==> src/sv/rsfr_pkg.sv <==
//------------------------------------------------------------------------------
// rsfr_pkg
// Shared types, constants and helpers of the serial frame receiver: receive
// phases, event codes, module error codes and the records that pass between
// the front end, the queues and the decoder.
//------------------------------------------------------------------------------
package rsfr_pkg;

   localparam int FRAME_STORE_BYTES_DEFAULT = 18;
   localparam int QUEUE_DEPTH_DEFAULT       = 2;

   localparam int CHECKED_BYTES = 12;

   localparam logic [7:0] SYNC_FIRST    = 8'hA5;
   localparam logic [7:0] SYNC_SECOND   = 8'h5A;
   localparam logic [7:0] LENGTH_MASK   = 8'h0F;
   localparam logic [7:0] HDR_MODULE    = 8'h8B;
   localparam logic [7:0] ORG_MODULE_OK = 8'h58;
   localparam logic [7:0] ORG_ID_BASE   = 8'h98;
   localparam logic [7:0] ORG_RPS       = 8'h05;
   localparam logic [7:0] BIT_PRESSED   = 8'h10;

   localparam logic [7:0] ORG_NOTWANTEDACK = 8'h28;
   localparam logic [7:0] ORG_NOTACK       = 8'h29;
   localparam logic [7:0] ORG_DUPID        = 8'h0C;
   localparam logic [7:0] ORG_HSEQ         = 8'h08;
   localparam logic [7:0] ORG_LENGTH       = 8'h09;
   localparam logic [7:0] ORG_CHECKSUM     = 8'h0A;
   localparam logic [7:0] ORG_ORG          = 8'h0B;
   localparam logic [7:0] ORG_TXIDRANGE    = 8'h22;
   localparam logic [7:0] ORG_IDRANGE      = 8'h1A;

   localparam logic [3:0] ERR_NOTWANTEDACK = 4'd0;
   localparam logic [3:0] ERR_NOTACK       = 4'd1;
   localparam logic [3:0] ERR_DUPID        = 4'd2;
   localparam logic [3:0] ERR_HSEQ         = 4'd3;
   localparam logic [3:0] ERR_LENGTH       = 4'd4;
   localparam logic [3:0] ERR_CHECKSUM     = 4'd5;
   localparam logic [3:0] ERR_ORG          = 4'd6;
   localparam logic [3:0] ERR_TXIDRANGE    = 4'd7;
   localparam logic [3:0] ERR_IDRANGE      = 4'd8;
   localparam logic [3:0] ERR_NONE         = 4'd0;

   localparam logic [4:0] LENGTH_OFFSET = 5'd3;
   localparam logic [4:0] FIRST_DATA_POS = 5'd3;
   localparam logic [3:0] UNIT_FIRST_BASE  = 4'd1;
   localparam logic [3:0] UNIT_SECOND_BASE = 4'd10;

   typedef enum logic [2:0] {
      PH_SYNC1,
      PH_SYNC2,
      PH_LENGTH,
      PH_DATA,
      PH_CHECK
   } phase_type;

   typedef enum logic [2:0] {
      EV_CHECKSUM_ERROR = 3'd0,
      EV_MODULE_OK      = 3'd1,
      EV_MODULE_ERROR   = 3'd2,
      EV_ID_BASE        = 3'd3,
      EV_SWITCH         = 3'd4,
      EV_OTHER          = 3'd5
   } event_type;

   // The body holds store positions 2 to 13; body[k] is position k + 2.
   typedef struct packed {
      logic [7:0]                     rx_byte;
      logic [CHECKED_BYTES-1:0][7:0] body;
   } frame_type;

   typedef struct packed {
      event_type   kind;
      logic [3:0]  error_code;
      logic [31:0] sender_id;
      logic [3:0]  unit_code;
      logic        switch_on;
      logic [7:0]  frame_org;
      logic [7:0]  frame_status;
      logic [31:0] data_word;
      logic [31:0] current_id_base;
   } result_type;

   typedef struct packed {
      logic       known;
      logic       ok;
      logic [3:0] code;
   } module_org_type;

   function automatic module_org_type decode_module_org(input logic [7:0] org);
      module_org_type m;
      m = '{known: 1'b1, ok: 1'b0, code: ERR_NONE};
      unique case (org)
         ORG_MODULE_OK:    m.ok = 1'b1;
         ORG_NOTWANTEDACK: m.code = ERR_NOTWANTEDACK;
         ORG_NOTACK:       m.code = ERR_NOTACK;
         ORG_DUPID:        m.code = ERR_DUPID;
         ORG_HSEQ:         m.code = ERR_HSEQ;
         ORG_LENGTH:       m.code = ERR_LENGTH;
         ORG_CHECKSUM:     m.code = ERR_CHECKSUM;
         ORG_ORG:          m.code = ERR_ORG;
         ORG_TXIDRANGE:    m.code = ERR_TXIDRANGE;
         ORG_IDRANGE:      m.code = ERR_IDRANGE;
         default:          m.known = 1'b0;
      endcase
      return m;
   endfunction

endpackage

==> src/sv/radio_serial_frame_receiver_core.sv <==
//------------------------------------------------------------------------------
// A request that completes a frame has its event registered first in the frame
// queue and then in the result queue before it can be popped.
// Throughput: one request per cycle while neither queue is full, set by the
// receive state machine and the decoder, which each retire one entry a cycle.
// Reset is synchronous and active high; it clears the phase, the frame store,
// the positions, the ID base and both queues.
//------------------------------------------------------------------------------
// radio_serial_frame_receiver_core
// Serial frame receiver. A front end assembles frames from received bytes,
// a decoder checks and classifies them, and queues decouple the two.
//------------------------------------------------------------------------------
module radio_serial_frame_receiver_core
   import rsfr_pkg::*;
#(
   parameter int FRAME_STORE_BYTES = FRAME_STORE_BYTES_DEFAULT,
   parameter int QUEUE_DEPTH       = QUEUE_DEPTH_DEFAULT
) (
   input  logic        clock,
   input  logic        reset,
   input  logic        req_push,
   input  logic [7:0]  req_rx_byte,
   output logic        req_full,
   input  logic        rsp_pop,
   output logic        rsp_empty,
   output logic [2:0]  rsp_event_kind,
   output logic [3:0]  rsp_error_code,
   output logic [31:0] rsp_sender_id,
   output logic [3:0]  rsp_unit_code,
   output logic        rsp_switch_on,
   output logic [7:0]  rsp_frame_org,
   output logic [7:0]  rsp_frame_status,
   output logic [31:0] rsp_data_word,
   output logic [31:0] rsp_current_id_base
);

   frame_type  front_data, back_data;
   result_type result_in, result_out;
   logic       mid_push, mid_full, mid_pop, mid_empty;
   logic       out_push, out_full;

   rsfr_front #(
      .FRAME_STORE_BYTES(FRAME_STORE_BYTES)
   ) u_front (
      .clock       (clock),
      .reset       (reset),
      .req_push    (req_push),
      .req_rx_byte (req_rx_byte),
      .req_full    (req_full),
      .mid_full    (mid_full),
      .mid_push    (mid_push),
      .mid_data    (front_data)
   );

   rsfr_fifo #(
      .WIDTH($bits(frame_type)),
      .DEPTH(QUEUE_DEPTH)
   ) u_frame_queue (
      .clock     (clock),
      .reset     (reset),
      .push      (mid_push),
      .push_data (front_data),
      .full      (mid_full),
      .pop       (mid_pop),
      .pop_data  (back_data),
      .empty     (mid_empty)
   );

   rsfr_back u_back (
      .clock     (clock),
      .reset     (reset),
      .mid_empty (mid_empty),
      .mid_data  (back_data),
      .mid_pop   (mid_pop),
      .out_full  (out_full),
      .out_push  (out_push),
      .out_data  (result_in)
   );

   rsfr_fifo #(
      .WIDTH($bits(result_type)),
      .DEPTH(QUEUE_DEPTH)
   ) u_result_queue (
      .clock     (clock),
      .reset     (reset),
      .push      (out_push),
      .push_data (result_in),
      .full      (out_full),
      .pop       (rsp_pop),
      .pop_data  (result_out),
      .empty     (rsp_empty)
   );

   assign rsp_event_kind      = result_out.kind;
   assign rsp_error_code      = result_out.error_code;
   assign rsp_sender_id       = result_out.sender_id;
   assign rsp_unit_code       = result_out.unit_code;
   assign rsp_switch_on       = result_out.switch_on;
   assign rsp_frame_org       = result_out.frame_org;
   assign rsp_frame_status    = result_out.frame_status;
   assign rsp_data_word       = result_out.data_word;
   assign rsp_current_id_base = result_out.current_id_base;

endmodule

==> src/sv/rsfr_fifo.sv <==
//------------------------------------------------------------------------------
// rsfr_fifo
// Small register queue with a push side and a pop side that stall on their
// own. The head entry is presented while empty is low.
//------------------------------------------------------------------------------
module rsfr_fifo #(
   parameter int WIDTH = 8,
   parameter int DEPTH = 2
) (
   input  logic             clock,
   input  logic             reset,
   input  logic             push,
   input  logic [WIDTH-1:0] push_data,
   output logic             full,
   input  logic             pop,
   output logic [WIDTH-1:0] pop_data,
   output logic             empty
);

   localparam int AW = (DEPTH > 1) ? $clog2(DEPTH) : 1;
   localparam int CW = $clog2(DEPTH + 1);

   logic [WIDTH-1:0] mem_ff [DEPTH];
   logic [AW-1:0]    wr_ptr_ff, wr_ptr_in;
   logic [AW-1:0]    rd_ptr_ff, rd_ptr_in;
   logic [CW-1:0]    count_ff, count_in;
   logic             do_push, do_pop;

   assign full     = (count_ff == CW'(DEPTH));
   assign empty    = (count_ff == '0);
   assign do_push  = push && !full;
   assign do_pop   = pop && !empty;
   assign pop_data = mem_ff[rd_ptr_ff];

   always_comb begin
      wr_ptr_in = wr_ptr_ff;
      rd_ptr_in = rd_ptr_ff;
      count_in  = count_ff;
      if (do_push) begin
         wr_ptr_in = (wr_ptr_ff == AW'(DEPTH - 1)) ? '0 : wr_ptr_ff + 1'b1;
      end
      if (do_pop) begin
         rd_ptr_in = (rd_ptr_ff == AW'(DEPTH - 1)) ? '0 : rd_ptr_ff + 1'b1;
      end
      if (do_push && !do_pop) begin
         count_in = count_ff + 1'b1;
      end else if (do_pop && !do_push) begin
         count_in = count_ff - 1'b1;
      end
   end

   always_ff @(posedge clock) begin
      if (reset) begin
         wr_ptr_ff <= '0;
         rd_ptr_ff <= '0;
         count_ff  <= '0;
      end else begin
         wr_ptr_ff <= wr_ptr_in;
         rd_ptr_ff <= rd_ptr_in;
         count_ff  <= count_in;
      end
   end

   always_ff @(posedge clock) begin
      if (do_push) begin
         mem_ff[wr_ptr_ff] <= push_data;
      end
   end

`ifndef SYNTH
   a_count_bound: assert property (@(posedge clock) disable iff (reset)
      count_ff <= CW'(DEPTH))
      else $error("Queue count exceeds its depth.");
`endif

endmodule

==> src/sv/rsfr_front.sv <==
//------------------------------------------------------------------------------
// rsfr_front
// Receive state machine. Hunts for the sync pair, reads the header, fills the
// frame store and hands a snapshot of the checked positions to the decoder
// queue when the checksum byte arrives.
//------------------------------------------------------------------------------
module rsfr_front
   import rsfr_pkg::*;
#(
   parameter int FRAME_STORE_BYTES = FRAME_STORE_BYTES_DEFAULT
) (
   input  logic       clock,
   input  logic       reset,
   input  logic       req_push,
   input  logic [7:0] req_rx_byte,
   output logic       req_full,
   input  logic       mid_full,
   output logic       mid_push,
   output frame_type  mid_data
);

   phase_type  phase_ff, phase_in;
   logic [7:0] store_ff [FRAME_STORE_BYTES];
   logic [7:0] store_in [FRAME_STORE_BYTES];
   logic [4:0] wp_ff, wp_in;
   logic [4:0] el_ff, el_in;
   logic [4:0] wp_step;
   logic       accept;
   logic       in_store;
   logic       data_done;

   assign req_full  = mid_full;
   assign accept    = req_push && !mid_full;
   assign wp_step   = (&wp_ff) ? wp_ff : wp_ff + 5'd1;
   assign in_store  = ({1'b0, wp_ff} < 6'(FRAME_STORE_BYTES));
   assign data_done = ({1'b0, wp_step} + 6'd1) >= {1'b0, el_ff};

   always_comb begin
      phase_in = phase_ff;
      if (accept) begin
         unique case (phase_ff)
            PH_SYNC1:  phase_in = (req_rx_byte == SYNC_FIRST) ? PH_SYNC2 : PH_SYNC1;
            PH_SYNC2:  phase_in = (req_rx_byte == SYNC_SECOND) ? PH_LENGTH : PH_SYNC1;
            PH_LENGTH: phase_in = PH_DATA;
            PH_DATA:   phase_in = data_done ? PH_CHECK : PH_DATA;
            PH_CHECK:  phase_in = PH_SYNC1;
            default:   phase_in = PH_SYNC1;
         endcase
      end
   end

   always_comb begin
      store_in = store_ff;
      wp_in    = wp_ff;
      el_in    = el_ff;
      mid_push = 1'b0;
      if (accept) begin
         unique case (phase_ff)
            PH_LENGTH: begin
               store_in[0] = SYNC_FIRST;
               store_in[1] = SYNC_SECOND;
               store_in[2] = req_rx_byte;
               el_in       = 5'(req_rx_byte & LENGTH_MASK) + LENGTH_OFFSET;
               wp_in       = FIRST_DATA_POS;
            end
            PH_DATA, PH_CHECK: begin
               for (int i = 0; i < FRAME_STORE_BYTES; i++) begin
                  if (in_store && (wp_ff == 5'(i))) begin
                     store_in[i] = req_rx_byte;
                  end
               end
               wp_in    = wp_step;
               mid_push = (phase_ff == PH_CHECK);
            end
            default: begin
            end
         endcase
      end
   end

   always_comb begin
      mid_data.rx_byte = req_rx_byte;
      for (int k = 0; k < CHECKED_BYTES; k++) begin
         mid_data.body[k] = (wp_ff == 5'(k + 2)) ? req_rx_byte : store_ff[k + 2];
      end
   end

   always_ff @(posedge clock) begin
      if (reset) begin
         phase_ff <= PH_SYNC1;
         wp_ff    <= '0;
         el_ff    <= '0;
         for (int i = 0; i < FRAME_STORE_BYTES; i++) begin
            store_ff[i] <= '0;
         end
      end else begin
         phase_ff <= phase_in;
         wp_ff    <= wp_in;
         el_ff    <= el_in;
         store_ff <= store_in;
      end
   end

`ifndef SYNTH
   a_frame_position: assert property (@(posedge clock) disable iff (reset)
      (phase_ff == PH_DATA || phase_ff == PH_CHECK) |-> (wp_ff >= FIRST_DATA_POS))
      else $error("Write position is below the first data position in a frame.");
`endif

endmodule

==> src/sv/rsfr_back.sv <==
//------------------------------------------------------------------------------
// rsfr_back
// Frame decoder. Takes completed frames from the queue, checks the sum,
// classifies the frame, keeps the transceiver ID base and produces at most
// one event per frame.
//------------------------------------------------------------------------------
module rsfr_back
   import rsfr_pkg::*;
(
   input  logic       clock,
   input  logic       reset,
   input  logic       mid_empty,
   input  frame_type  mid_data,
   output logic       mid_pop,
   input  logic       out_full,
   output logic       out_push,
   output result_type out_data
);

   logic [31:0]    id_base_ff, id_base_in;
   logic [7:0]     p0, p1, p2, p3, p4, q0, q1, q2, sum;
   logic [7:0]     hdr, org, db3, status, pos13, rx;
   module_org_type mo;
   logic           emit;
   logic           id_update;

   assign hdr    = mid_data.body[0];
   assign org    = mid_data.body[1];
   assign db3    = mid_data.body[2];
   assign status = mid_data.body[10];
   assign pos13  = mid_data.body[11];
   assign rx     = mid_data.rx_byte;

   assign p0  = mid_data.body[0] + mid_data.body[1];
   assign p1  = mid_data.body[2] + mid_data.body[3];
   assign p2  = mid_data.body[4] + mid_data.body[5];
   assign p3  = mid_data.body[6] + mid_data.body[7];
   assign p4  = mid_data.body[8] + mid_data.body[9];
   assign q0  = p0 + p1;
   assign q1  = p2 + p3;
   assign q2  = p4 + mid_data.body[10];
   assign sum = q0 + q1 + q2;

   assign mo      = decode_module_org(org);
   assign mid_pop = !mid_empty && !out_full;

   always_comb begin
      emit                     = 1'b1;
      id_update                = 1'b0;
      out_data.kind            = EV_OTHER;
      out_data.error_code      = ERR_NONE;
      out_data.unit_code       = '0;
      out_data.switch_on       = 1'b0;
      out_data.sender_id       = {mid_data.body[6], mid_data.body[7],
                                  mid_data.body[8], mid_data.body[9]};
      out_data.data_word       = {mid_data.body[2], mid_data.body[3],
                                  mid_data.body[4], mid_data.body[5]};
      out_data.frame_org       = org;
      out_data.frame_status    = status;
      out_data.current_id_base = id_base_ff;
      priority if (rx != sum) begin
         out_data.kind = EV_CHECKSUM_ERROR;
      end else if (pos13 != sum) begin
         emit = 1'b0;
      end else if ((hdr == HDR_MODULE) && mo.known && mo.ok) begin
         out_data.kind = EV_MODULE_OK;
      end else if ((hdr == HDR_MODULE) && mo.known) begin
         out_data.kind       = EV_MODULE_ERROR;
         out_data.error_code = mo.code;
      end else if (org == ORG_ID_BASE) begin
         out_data.kind            = EV_ID_BASE;
         out_data.current_id_base = {mid_data.body[2], mid_data.body[3],
                                     mid_data.body[4], mid_data.body[5]};
         id_update                = 1'b1;
      end else if (org == ORG_RPS) begin
         if (((status & BIT_PRESSED) == '0) || ((db3 & BIT_PRESSED) == '0)) begin
            emit = 1'b0;
         end else begin
            out_data.kind = EV_SWITCH;
            if (!db3[0]) begin
               out_data.unit_code = {2'b00, db3[7:6]} + UNIT_FIRST_BASE;
               out_data.switch_on = db3[5];
            end else begin
               out_data.unit_code = {2'b00, db3[3:2]} + UNIT_SECOND_BASE;
               out_data.switch_on = db3[1];
            end
         end
      end else begin
         out_data.kind = EV_OTHER;
      end
   end

   assign id_base_in = (mid_pop && id_update) ? out_data.data_word : id_base_ff;
   assign out_push   = mid_pop && emit;

   always_ff @(posedge clock) begin
      if (reset) begin
         id_base_ff <= '0;
      end else begin
         id_base_ff <= id_base_in;
      end
   end

`ifndef SYNTH
   a_id_base_hold: assert property (@(posedge clock) disable iff (reset)
      !(mid_pop && id_update) |=> $stable(id_base_ff))
      else $error("ID base changed without an ID base report.");

   a_no_push_when_full: assert property (@(posedge clock) disable iff (reset)
      out_full |-> !mid_pop && !out_push)
      else $error("Decoder advanced while the result queue was full.");
`endif

endmodule

==> config.mk <==
export PLATFORM = sky130hd
export DESIGN_NAME = radio_serial_frame_receiver_core
export DESIGN_NICKNAME = d
export VERILOG_FILES = /design/src/sv/rsfr_pkg.sv /design/src/sv/radio_serial_frame_receiver_core.sv /design/src/sv/rsfr_fifo.sv /design/src/sv/rsfr_front.sv /design/src/sv/rsfr_back.sv
export SDC_FILE = /design/constraint.sdc
export NUM_CORES = 1
export LEC_CHECK = 0
export ABC_AREA = 1
export ABC_CLOCK_PERIOD_IN_PS = 15930
export CORE_ASPECT_RATIO = 2
export CORE_UTILIZATION = 42
export CTS_CLUSTER_DIAMETER = 40
export CTS_CLUSTER_SIZE = 10
export DETAILED_ROUTE_END_ITERATION = 7
export DONT_BUFFER_PORTS = 1
export PLACE_DENSITY = 0.64
export SLEW_MARGIN = 20
export SYNTH_ARGS = -nofsm -noshare
export SYNTH_HDL_FRONTEND = slang
export SYNTH_SLANG_ARGS = --single-unit
==> constraint.sdc <==
create_clock -name clock -period 15.93 [get_ports clock]
set_input_delay 0.7965 -clock clock [delete_from_list [all_inputs] [get_ports clock]]
set_output_delay 0.7965 -clock clock [all_outputs]
set_load 0.03 [all_outputs]
==> results.ini, run 1 <==
[setup_path]
reg2reg_to=u_result_queue.mem_ff[0][103]
crit_type=reg -> reg
r2r_cells=30
critPathLaunchType=register
critPathMaxStageDelay_ns=0.84
worstPathRequired_ns=16.15
worst-r2r-setup-slack_ns=6.81
critPathSlowestCell=buf_4
cp_top_family=adder cells
cp_data_arrival_time_ns=9.33
setup.worst_path.end_class=register
cp_num_buf_inv=10
crit_fanout=71

[place]
placedInstanceArea_um2=27200
io_buffers=0
place_hpwl_mm=45.7
dp.cells=3047
gp_congestion=0.962

[timing]
rsz0062_at_grt=no
max_clock_freq_mhz=110
final_hold_viol_count=0
period_share_pct=57.2
setup_viol=0
fin_skew_ns=0.0218
period_minus_slack_ns=9.12
slew_viol_final=0
worst_pin_slew_ns=1.15
slew_headroom_pct=22.3
tns_ns=0

[global_route]
grt_pass1_vias=16400
track_usage_pct=20.3
grt_pass1_wl_mm=97.5
overflow=0
grt_max_degree=123
antenna_found_initial=0

[logic_synthesis]
synth-edff-count=456
synthFlopType=edfxtp_1
synth_fp_nets=2445
synth_common_cells=edfxtp_1, nand2_1, o21ai_0
syn_inst=2348
ys.warnings.count=0
netlist_top_cells_area=edfxtp_1, dfxtp_1, nand2_1
async_reset_ff_share_pct=0
synth_top_area_share_pct=51.5
synth_cell_types=41
syn_area_per_cell_um2=11.3
yosysSeqAreaShare_pct=62.9
syn-cell-area_um2=26600
synth_most_common_cell=edfxtp_1
ys_ff_latch=607
synth_top_cell_by_area=edfxtp_1

[clock_network]
cts.sinks=607
cts_buffers=71
htreeDepth=3
cts_hold_buf=0
postCtsSetupBuffers=0
ctsResizeCount=0
clk_latency_ns=0.61
cts.clk_slew.worst_paths_ns=0.06
tritoncts=built
cts_root_buf=clkbuf_16
clock_path_buffers=3

[finish]
final_cell_area_um2=29400
drive_gt1_share_pct=12.6
num_antenna_cells=0
area_delta_synth_final_pct=10.5
fin_cells=3179
regArea_um2=16700
fillCellCount=5502
nNetsFinal=2425
multi_input_area_um2=8380

[route]
post_drt_wl_per_cell_um=20.4
wirelength_mm=64.9
drt_first_pass_iters=8
num_vias=16400
drc=24
first_iter_violations=997
antenna_left=0
vias_per_cell=5.15

[status]
status=finished, violations left
violations=DRC

[floorplan]
io_pins=138
die_y_um=358
die_x_um=180
core_area_um2=62600
fp-row-count=130
die_area_um2=64400
initial_core_util_pct=42.5

[min_path]
worstHoldStart=reset
hold_path_class=in -> reg
worstHoldPathCells=1
holdPathEnd=u_front.wp_ff[2]

[run]
drv_cap=0

==> registers in the layout, indices dropped and copies added (netlist names), named ones only <==
name                      count
u_back.id_base_ff            32
u_frame_queue.count_ff        2
u_frame_queue.mem_ff        208
u_frame_queue.rd_ptr_ff       1
u_frame_queue.wr_ptr_ff       1
u_front.el_ff                 5
u_front.phase_ff              3
u_front.store_ff             96
u_front.wp_ff                 5
u_result_queue.count_ff       2
u_result_queue.mem_ff       248
u_result_queue.rd_ptr_ff      1
u_result_queue.wr_ptr_ff      1
==> cell usage in the layout (no fill, tap or decap), types with 3 or more instances in the layout <==
cell       instances
mux2i_1            9
a21oi_1          127
o21ai_0          258
clkbuf_1          51
or2_0              3
nor2_1           104
clkbuf_16         72
dfxtp_1          149
clkinv_8           3
a211oi_1           6
fa_1              57
nand2_2            4
edfxtp_1         456
nand4_1           36
xnor2_1            7
nand3_1           32
o21ai_2            4
nor4_1             5
inv_1            252
xor2_1            17
mux2_2           124
nand3b_1           3
inv_2              9
nor2_2             4
nor3_1            11
o21ai_1           43
nor2_4             7
or2_2             39
ha_1              28
nand2_1          423
buf_4             20
==> metrics by stage <==
stage / hold slack (ns) / utilization [%] / setup slack [ns]
after floorplan: 0.424 / - / 3.88
after CTS: 0.221 / 46.9 / 6.65
after global placement: 0.432 / 43.5 / 6.87
after global routing: 0.241 / 46.9 / 6.10
final: 0.252 / 46.9 / 6.81
after detailed placement: 0.437 / 43.5 / 6.67
==> final cells by class <==
class | count | share of cell area [%]
Inverter | 264 | 3.38
Multi-Input combinational cell | 1363 | 28.5
Timing Repair Buffer | 21 | 0.549
Clock buffer | 124 | 6.83
Clock inverter | 8 | 0.422
Tap cell | 792 | 3.37
Sequential cell | 607 | 56.9
==> worst reg2reg max path: cells and delay by family, from the launching register on <==
| family | cells | cell delay [ns] |
|---|---|---|
| fa+ha+maj | 7 | 3.09 |
| xor+xnor | 1 | 0.32 |
| buf+inv | 10 | 2.83 |
| flops | 1 | 0.61 |
| compound gates | 2 | 0.35 |
| simple gates | 10 | 1.45 |
==> worst max-delay path by stage <==
stage                                    end  depth (start not counted)  startpoint  slack (ns)
6_report       u_result_queue.mem_ff[0][103]                         30    register        6.81
5_1_grt        u_result_queue.mem_ff[0][103]                         30    register        6.10
4_1_cts        u_result_queue.mem_ff[0][106]                         30    register        6.65
3_5_place_dp   u_result_queue.mem_ff[0][112]                         30    register        6.67
3_3_place_gp   u_result_queue.mem_ff[0][104]                         30    register        6.87
2_1_floorplan    u_result_queue.mem_ff[0][0]                         30    register        3.88
==> metal layers <==
| layer | share of wire (%) | GRT usage, % |
|---|---|---|
| met1 | 37 | 21.3 |
| met2 | 52 | 37.1 |
| met3 | 4.9 | 3.21 |
| met4 | 6.4 | 14.0 |
| met5 | 0 | 0 |
==> cell families (layout without fill, tap and decap cells) <==
logic type / after synthesis / count (layout) / share of synthesized area, %
buffers and inverters: 378 / 417 / 5.73
AOI/OAI and AO/OA: 444 / 444 / 8.52
adders and majority gates: 85 / 85 / 5.61
muxes: 133 / 133 / 5.59
xor gates and xnor gates: 24 / 24 / 0.791
DFF: 607 / 607 / 62.9
and+or+nand+nor: 677 / 677 / 10.9
Power of run 1 is not shown: default switching activity piles up to over one toggle a cycle in this logic, so the estimate is an artifact.
==> run 2, diff against run 1 <==
Settings changed: ABC_CLOCK_PERIOD_IN_PS 15930 to 9250.
Clock period 15.93 ns to 9.25 ns, I/O delays scaled along.
==> results.ini, run 2 (same netlist as run 1, synthesis figures left out) <==
[clock_network]
cts_root_buf=clkbuf_16
cts.clk_slew.worst_paths_ns=0.05  ; about the same
tritoncts=built
postCtsSetupBuffers=0  ; unchanged
cts.sinks=607  ; unchanged
htreeDepth=3  ; unchanged
clk_latency_ns=0.60  ; about the same
cts_buffers=72  ; +1.4%
ctsResizeCount=0  ; unchanged
clock_path_buffers=3  ; unchanged

[finish]
reg_top3=u_result_queue.mem_ff: 248 flops, u_frame_queue.mem_ff: 208 flops, u_front.store_ff: 96 flops
largest_reg_flops=248  ; unchanged
final_cell_mix=edfxtp_1, nand2_1, o21ai_0
top_register=u_result_queue.mem_ff
nNetsFinal=2450  ; +1.0%
fillCellCount=5488  ; -0.25%
layout_commonest_cell=edfxtp_1
area_delta_synth_final_pct=11.5
num_antenna_cells=0  ; unchanged
drive_gt1_share_pct=13.1  ; +0.52 points

[setup_path]
critPathMaxStageDelay_ns=0.67  ; -0.17 ns
crit_chain=inv_2 -> or2_2 -> o21ai_0 -> fa_1 -> fa_1 -> fa_1 -> fa_1 -> fa_1 -> inv_1 -> ha_1 -> inv_1 -> fa_1 -> o21ai_0 -> xor2_1 -> or2_2 -> nand3_1 -> nor2_1 -> nand2_1 -> nor2_4 -> nand2_1 -> nand2_1 -> nand2_1 -> nor2_4 -> buf_4
critPathLaunchType=register
setup.worst_path.end_class=register
r2r_cells=24  ; -20%
critPathSlowestCell=fa_1
cp_data_arrival_time_ns=8.27  ; -1.06 ns
worst-r2r-setup-slack_ns=1.25  ; -5.56 ns
crit_fanout=50  ; -30%
reg2reg_to=u_result_queue.mem_ff[0][57]
crit_type=reg -> reg
worstPathRequired_ns=9.52  ; -6.63 ns
cp_common_cell=fa_1

[global_route]
antenna_found_initial=0  ; unchanged
overflow=0  ; unchanged
grt_pass1_vias=16800  ; +2.3%
grt_max_degree=96  ; -22%
grt_pass1_wl_mm=98.9  ; +1.4%
track_usage_pct=20.5  ; +0.17 points

[run]
drv_cap=0  ; unchanged

[min_path]
hold_path_class=in -> reg
holdPathEnd=u_front.store_ff[125]
worstHoldStart=req_rx_byte[5]
worstHoldPathCells=2  ; +1

[route]
wirelength_mm=65.5  ; +0.96%
drt_first_pass_iters=8  ; unchanged
vias_per_cell=5.20  ; +1.1%
first_iter_violations=1127  ; +13%
drc=22  ; -8.3%
antenna_left=0  ; unchanged
num_vias=16600  ; +1.7%
post_drt_wl_per_cell_um=20.5  ; +0.36%

[timing]
slew_headroom_pct=22.6  ; +0.32 points
max_clock_freq_mhz=125  ; +14%
worst_pin_slew_ns=1.15  ; -0.00482 ns
period_share_pct=86.5  ; +29 points
rsz0062_at_grt=no
slew_viol_final=0  ; unchanged
final_hold_viol_count=0  ; unchanged
fin_skew_ns=0.0283  ; +0.00652 ns
tns_ns=0  ; unchanged
setup_viol=0  ; unchanged
period_minus_slack_ns=8.00  ; -1.12 ns

[floorplan]
die_y_um=358  ; unchanged
fp-row-count=130  ; unchanged
die_area_um2=64400  ; unchanged
die_x_um=180  ; unchanged
core_area_um2=62600  ; unchanged
io_pins=138  ; unchanged
initial_core_util_pct=42.5  ; unchanged

[place]
io_buffers=0  ; unchanged
place_hpwl_mm=46.2  ; +1.1%
gp_congestion=0.983  ; +2.2%

[status]
status=finished, violations left
violations=DRC

## run 2: changes by cell type in the layout (fill, tap and decap cells not counted), moves of 2 or more
cell,before,now
buf_4,20,30
dlygate4sd3_1,0,9
buf_12,0,6
clkbuf_1,51,45
clkbuf_16,72,74
clkinv_8,3,1
## run 2: stage by stage
stage	worst slack (ns)	cells	area [um^2]	hold WS, ns	utilization [%]
floorplan	0.0591	2348	26600	0.424	-
global placement	1.24	3062	27400	0.432	43.8
detailed placement	1.15	3062	27400	0.436	43.8
CTS	1.14	3198	29600	0.0171	47.3
global route	0.783	3198	29600	0.0547	47.3
finish	1.25	3198	29600	0.0485	47.3
## run 2: final cells by class
class / instances / area, um^2 / area share, %
Clock buffer: 121 / 2050 / 6.91
Sequential cell: 607 / 16700 / 56.4
Multi-Input combinational cell: 1363 / 8380 / 28.2
Tap cell: 792 / 991 / 3.34
Inverter: 264 / 993 / 3.35
Timing Repair Buffer: 45 / 435 / 1.47
Clock inverter: 6 / 81.3 / 0.274
## run 2: how the worst max path moves through the flow
| stage | endpoint | slack [ns] |
|---|---|---|
| final | u_result_queue.mem_ff[0][57] | 1.25 |
| after global routing | u_back.id_base_ff[19] | 0.78 |
| after CTS | u_result_queue.mem_ff[0][119] | 1.14 |
| after detailed placement | u_result_queue.mem_ff[0][79] | 1.15 |
| after global placement | u_result_queue.mem_ff[0][79] | 1.24 |
| after floorplan | u_result_queue.mem_ff[1][0] | 0.06 |
## run 2: layer usage
metal / GRT usage, % / vias up / part of all wire [%]
li1: - / 7990 / -
met2: 38.5 / 494 / 53
met1: 21.2 / 7997 / 37
met5: 0 / - / 0
met4: 12.5 / 0 / 5.9
met3: 3.35 / 161 / 4.9
## run 2: worst max-delay path, delay by kind of cell (launching register included)
kind	cells	cell delay (ns)
flops	1	0.45
xor+xnor	1	0.31
simple gates	10	1.77
fa+ha+maj	7	3.27
buf+inv	4	1.24
compound gates	2	0.60
## run 2: timing repair
item | in CTS | in global routing
endpoints found under the setup margin | 0 | 0
hold buffers | 9 | 0
hold endpoints to repair | 27 | 0
Power of run 2 is left out for the same reason.
